==> config.mk <==
export PLATFORM = sky130hd
export DESIGN_NAME = sbwp_mul
export DESIGN_NICKNAME = d
export VERILOG_FILES = /design/src/rtl/sbwp_pkg.sv /design/src/rtl/sbwp_mul.sv
export SDC_FILE = /design/constraint.sdc
export NUM_CORES = 2
export LEC_CHECK = 0
export BUFFER_PORTS_ARGS = -buffer_cell sky130_fd_sc_hd__buf_2
export CAP_MARGIN = 20
export CORE_ASPECT_RATIO = 1.4
export CORE_MARGIN = 1
export CORE_UTILIZATION = 50
export DETAILED_ROUTE_END_ITERATION = 10
export GPL_TIMING_DRIVEN = 0
export PLACE_DENSITY_LB_ADDON = 0.2
export SYNTH_ARGS = -nofsm -noshare
export SYNTH_HDL_FRONTEND = slang
export SYNTH_SLANG_ARGS = --single-unit
==> constraint.sdc <==
create_clock -name clk_i -period 11.07 [get_ports clk_i]
set_clock_uncertainty 0.05 [all_clocks]
set_input_delay 0.5535 -clock clk_i [delete_from_list [all_inputs] [get_ports clk_i]]
set_output_delay 0.5535 -clock clk_i [all_outputs]
set_load 0.03 [all_outputs]
==> src/rtl/sbwp_pkg.sv <==
package sbwp_pkg;

  typedef enum logic [1:0] {
    ST_IDLE,
    ST_CORDIC,
    ST_MULT,
    ST_DONE
  } sbwp_state_e;

  // configuration register indexes
  localparam logic [2:0] REG_QUAT      = 3'd0;
  localparam logic [2:0] REG_OFFSET_X  = 3'd1;
  localparam logic [2:0] REG_OFFSET_Y  = 3'd2;
  localparam logic [2:0] REG_OFFSET_Z  = 3'd3;
  localparam logic [2:0] REG_ANG_START = 3'd4;
  localparam logic [2:0] REG_ANG_STEP  = 3'd5;

  // multiplier schedule, one issue per cycle
  localparam logic [4:0] MS_QXX   = 5'd0;
  localparam logic [4:0] MS_QYY   = 5'd1;
  localparam logic [4:0] MS_QZZ   = 5'd2;
  localparam logic [4:0] MS_QXY   = 5'd3;
  localparam logic [4:0] MS_QZW   = 5'd4;
  localparam logic [4:0] MS_QXZ   = 5'd5;
  localparam logic [4:0] MS_QYW   = 5'd6;
  localparam logic [4:0] MS_QYZ   = 5'd7;
  localparam logic [4:0] MS_QXW   = 5'd8;
  localparam logic [4:0] MS_GX    = 5'd9;
  localparam logic [4:0] MS_GY    = 5'd10;
  localparam logic [4:0] MS_R00   = 5'd11;
  localparam logic [4:0] MS_R01   = 5'd12;
  localparam logic [4:0] MS_R10   = 5'd13;
  localparam logic [4:0] MS_R11   = 5'd14;
  localparam logic [4:0] MS_R20   = 5'd15;
  localparam logic [4:0] MS_R21   = 5'd16;
  localparam logic [4:0] MS_LAST  = 5'd17;

  localparam logic [15:0] NO_RETURN = 16'hFFFF;
  localparam int AngPi     = 25736;
  localparam int AngHalfPi = 12868;
  localparam int AngTwoPi  = 51472;
  localparam int TabLen    = 24;

  localparam logic signed [35:0] GAIN_Q30   = 36'sd652032874;
  localparam logic signed [71:0] ROUND_GAIN = 72'sd1 <<< 41;
  localparam logic signed [71:0] ROUND_MAT  = 72'sd1 <<< 31;
  localparam logic signed [34:0] ONE_Q28    = 35'sd1 <<< 28;

  localparam int MW = 36;  // multiplier operand width
  localparam int PW = 24;  // local point width, Q4 mm

  function automatic logic signed [32:0] atan_q30(input logic [4:0] idx);
    logic signed [32:0] v;
    unique case (idx)
      5'd0:  v = 33'sd843314857;
      5'd1:  v = 33'sd497837829;
      5'd2:  v = 33'sd263043837;
      5'd3:  v = 33'sd133525159;
      5'd4:  v = 33'sd67021687;
      5'd5:  v = 33'sd33543516;
      5'd6:  v = 33'sd16775851;
      5'd7:  v = 33'sd8388437;
      5'd8:  v = 33'sd4194283;
      5'd9:  v = 33'sd2097149;
      5'd10: v = 33'sd1048576;
      5'd11: v = 33'sd524288;
      5'd12: v = 33'sd262144;
      5'd13: v = 33'sd131072;
      5'd14: v = 33'sd65536;
      5'd15: v = 33'sd32768;
      5'd16: v = 33'sd16384;
      5'd17: v = 33'sd8192;
      5'd18: v = 33'sd4096;
      5'd19: v = 33'sd2048;
      5'd20: v = 33'sd1024;
      5'd21: v = 33'sd512;
      5'd22: v = 33'sd256;
      5'd23: v = 33'sd128;
      default: v = '0;
    endcase
    return v;
  endfunction

  function automatic logic signed [31:0] sat32(input logic signed [40:0] v);
    logic signed [31:0] r;
    if (v > 41'sd2147483647) begin
      r = 32'sh7FFFFFFF;
    end else if (v < -41'sd2147483648) begin
      r = 32'sh80000000;
    end else begin
      r = v[31:0];
    end
    return r;
  endfunction

endpackage

==> src/rtl/sbwp_mul.sv <==
module sbwp_mul import sbwp_pkg::*; (
  input  logic                   clk_i,
  input  logic signed [MW-1:0]   a_i,
  input  logic signed [MW-1:0]   b_i,
  output logic signed [2*MW-1:0] p_o
);

  logic signed [2*MW-1:0] p_q;

  always_ff @(posedge clk_i) begin
    p_q <= a_i * b_i;
  end

  assign p_o = p_q;

endmodule

Yosys cells after proc, flatten, opt, wreduce, memory -nomap -nowiden
Index checks and enable logic that the tools add are counted.
{"block": "totals", "register_bits": 72, "wordCells": 2, "out_inout_bits": 72, "input_bits": 73}
{"block": "classes", "n_mul": 1}
{"cell": "$mul A36 B36 Y72", "count": 1}

Depth between registers and ports, before layout
{"block": "logic_depth", "ltp_word": 1, "mapped_depth": 30, "mapped_depth_nobuf": 27}

Worst setup path after synthesis
OpenSTA, ideal clock, no wires.
{"block": "synth_timing", "path_kind": "input port to flip-flop", "startpoint": "input port a_i[35]", "endpoint": "register p_q[69] (netlist: p_o[69])", "path_buffers": 3, "slack_ps": 3088, "t_required_ps": 10889, "setup_time_ps": 131, "arrival_ps": 7801, "stages": 22, "path_cell_list": "clkbuf_1 > clkbuf_1 > nand2_1 > inv_1 > fa_1 > fa_1 > fa_1 > fa_1 > fa_1 > fa_1 > fa_1 > fa_1 > ha_1 > clkbuf_1 > a21o_1 > a21o_1 > a21oi_1 > nand2_1 > and3_1 > a211oi_1 > o31ai_1 > xor2_1"}
{"block": "synth_via", "elab_chain_cells": 1}
{"item": "start: declaration", "line_no": "sbwp_mul.sv:3", "rtl": "input logic signed [MW-1:0] a_i,"}
{"item": "$mul A36 B36 Y72", "line_no": "sbwp_mul.sv:11", "rtl": "p_q <= a_i * b_i;"}
{"item": "end signal: assignment", "line_no": "sbwp_mul.sv:11"}
{"item": "end: declaration", "line_no": "sbwp_mul.sv:8", "rtl": "logic signed [2*MW-1:0] p_q;"}
No other way between the ends.

Final worst setup path
{"block": "layout_timing", "startpoint": "input port a_i[18]", "endpoint": "register p_q[69] (netlist: p_o[69])"}
Same word-level chain as after synthesis.

==> flow_metrics.env <==
export IMPL_clk_pin_slew_worst_paths_ps=70
export IMPL_synth_mux_area_fraction_pct=0.04484
export IMPL_syn_to_final_growth_pct=5.753
export IMPL_postSynth_topFlopCell="dfxtp_1"
export IMPL_worst_path_most_repeated_cell="fa_1"
export IMPL_antenna_found_initial=36
export IMPL_routabilityCongestion=1.088
export IMPL_max_cap_violations=0
export IMPL_vias_in_the_first_global_route=40070
export IMPL_dr_total_vias=36780
export IMPL_worst_slew_pin_slew_ps=1294
export IMPL_worst_path_max_fanout=10
export IMPL_synth_warnings=0
export IMPL_synth_compound_area_share_pct=3.094
export IMPL_io_pins=145
export IMPL_slew_violations=0
export IMPL_groute_usage_overall_pct=43.97
export IMPL_synth_yosys_seq_area_share_pct=3.039
export IMPL_post_route_util_pct=53.35
export IMPL_drt_total_wl_um=203100
export IMPL_hold_buffers=0
export IMPL_drtAntennaViolNets=0
export IMPL_max_reg_flops=72
export IMPL_fin_crit_sh_pct=97.22
export IMPL_post_synth_top_count_cell="fa_1"
export IMPL_startpoint_type="input port"
export IMPL_setup_violations=0
export IMPL_synth_area_in_simple_gates_pct=15.39
export IMPL_post_cts_resize_count=0
export IMPL_final_period_minus_worst_setup_slack_ps=10760
export IMPL_postSynthRegisterBits=72
export IMPL_whs_ps=908.7
export IMPL_route_detailed_vias_per_inst=5.683
export IMPL_cts_buffers_inserted=9
export IMPL_dominant_combinational_cell_family_by_area_after_synthesis="adder cells"
export IMPL_ctsHtreeMaxLevel=3
export IMPL_rows=133
export IMPL_placed_cells=6429
export IMPL_core_area_sq_um=94020
export IMPL_worst_ep_arrival_time_ps=11030
export IMPL_worstHoldPathType="input port to flip-flop"
export IMPL_synth_xor_area_share_pct=1.477
export IMPL_clkSinkCount=72
export IMPL_design_die_area_sq_um=96120
export IMPL_yosysTopAreaCell="fa_1"
export IMPL_initial_utilization_pct=50.45
export IMPL_type_of_the_worst_setup_path="input port to flip-flop"
export IMPL_slowest_stage_cell_cp="a31oi_1"
export IMPL_cts_buffer_depth=2
export IMPL_synth_distinct_cells=65
export IMPL_synth_largest_type_area_fraction_pct=58.20
export IMPL_setup_worst_path_end_class="flip-flop"
export IMPL_timing_slew_headroom_pct=13.37
export IMPL_pin_count_of_the_biggest_net_entering_global_routing=18
export IMPL_crit_start="a_i[18]"
export IMPL_synth_async_sr_flop_share_pct=0
export IMPL_detail_route_iter0_violations=3074
export IMPL_holdCritStartpoint="b_i[0]"
export IMPL_fillerInstances=9001
export IMPL_die_w_um=262.3
export IMPL_nNetsFinal=6905
export IMPL_fmaxAchievable_mhz=92.92
export IMPL_final_hold_violation_count=0
export IMPL_crit_path_max_incr_delay_ps=980
export IMPL_grt_setup_unrepaired="no"
export IMPL_drt_pass1_iterations=5
export IMPL_critical_path_top_delay_family="adder cells"
export IMPL_synth_adder_area_share_pct=63.98
export IMPL_cp_num_buf_inv=7
export IMPL_postSynthAreaPerCell_sq_um=9.293
export IMPL_buffer_ports_inserted=94
export IMPL_hpwlAfterDp_um=172700
export IMPL_synth_edf_count=0
export IMPL_synthesis_area_sq_um=47430
export IMPL_synth_commonest_cells="1379 x fa_1, 1344 x inv_1, 760 x nand2_1, 559 x and2_1, 287 x clkbuf_1"
export IMPL_clock_tree_from_tritoncts="built"
export IMPL_holdPathStages=2
export IMPL_grt_pass1_wl_um=287400
export IMPL_final_setup_tns_ps=0
export IMPL_die_h_um=366.4
export IMPL_routedWlPerCell_um=31.38
export IMPL_postCtsSetupBuffers=0
export IMPL_final_layout_size_suffix_gt1_share_pct=3.035
export IMPL_outcome="finished, final reports clean"
export IMPL_mappedNetlistNets=6775
export IMPL_ys_top_cells_by_area="fa_1 58%, inv_1 11%, and2_1 7.4%"
export IMPL_overflow=0
export IMPL_final_cell_count_no_fill=6472
export IMPL_timing_critical_path_required_ps=11340
export IMPL_crit_cells=26
export IMPL_holdPathEnd="p_o[0]"
export IMPL_cts_root_buffer="clkbuf_16"
export IMPL_drcViolationCount=0
export IMPL_netlist_instances=5104
==> routing by layer <==
layer | track usage (%) | part of all wire, %
met3 | 8.667 | 7.4
met5 | 0 | 0.025
met4 | 46.41 | 13
met2 | 70.90 | 47
met1 | 46.94 | 32
==> cell usage in the layout, fill, tap and decap left out, types with 5 or more instances in the layout <==
cell       instances
fa_1            1379
inv_1           1344
nand2_1          760
and2_1           559
clkbuf_1         287
ha_1             219
buf_2             99
dfxtp_1           72
a21oi_1           69
xnor2_1           52
nor2_1            43
a21o_1            37
nor2b_1           36
o21ai_0           29
xor2_1            28
nand4_1           20
diode_2           18
nand3_1           18
buf_8             18
o21ai_1           15
nand2b_1          12
nor3_1            11
o21bai_1          10
a31oi_1            9
clkbuf_16          9
a211oi_1           8
and3_1             7
o21a_1             7
or2_2              5
==> how the worst max path moves through the flow <==
| stage | slack [ps] | end |
|---|---|---|
| after floorplan | 3090 | p_o[69] |
| after global placement | -350 | p_o[69] |
| after detailed placement | 90 | p_o[69] |
| after CTS | 540 | p_o[67] |
| after global routing | 260 | p_o[69] |
| final | 310 | p_o[69] |
==> layout make-up <==
cell class / count / area [sq um] / share of cell area (%)
multi-input combinational: 3395 / 39840 / 79.43
inverter: 1344 / 5045 / 10.06
tap: 1215 / 1520 / 3.031
sequential: 72 / 1441 / 2.873
buffer: 293 / 1110 / 2.212
timing repair buffer: 119 / 849.6 / 1.694
clock buffer: 11 / 252.7 / 0.5039
clock inverter: 5 / 55.05 / 0.1098
antenna: 18 / 45.04 / 0.08980
==> stage by stage <==
step / setup slack, ps / area [sq um]
after CTS: 541.6 / 49990
after global placement: -353.0 / 49420
after global routing: 262.8 / 50130
final: 308.0 / 50160
after floorplan: 3088 / 47430
after detailed placement: 89.97 / 49680
==> kinds of logic after synthesis <==
family | Yosys count
buffers and inverters | 1637
adder cells (fa/ha/maj) | 1598
AND/OR/NAND/NOR | 1487
AO/OA/AOI/OAI | 228
XOR/XNOR | 80
flip-flops | 72
multiplexers | 2
Power is left out: the tool's default activity adds up to more than one toggle a clock period on the data nets, which glitch-free logic cannot reach.
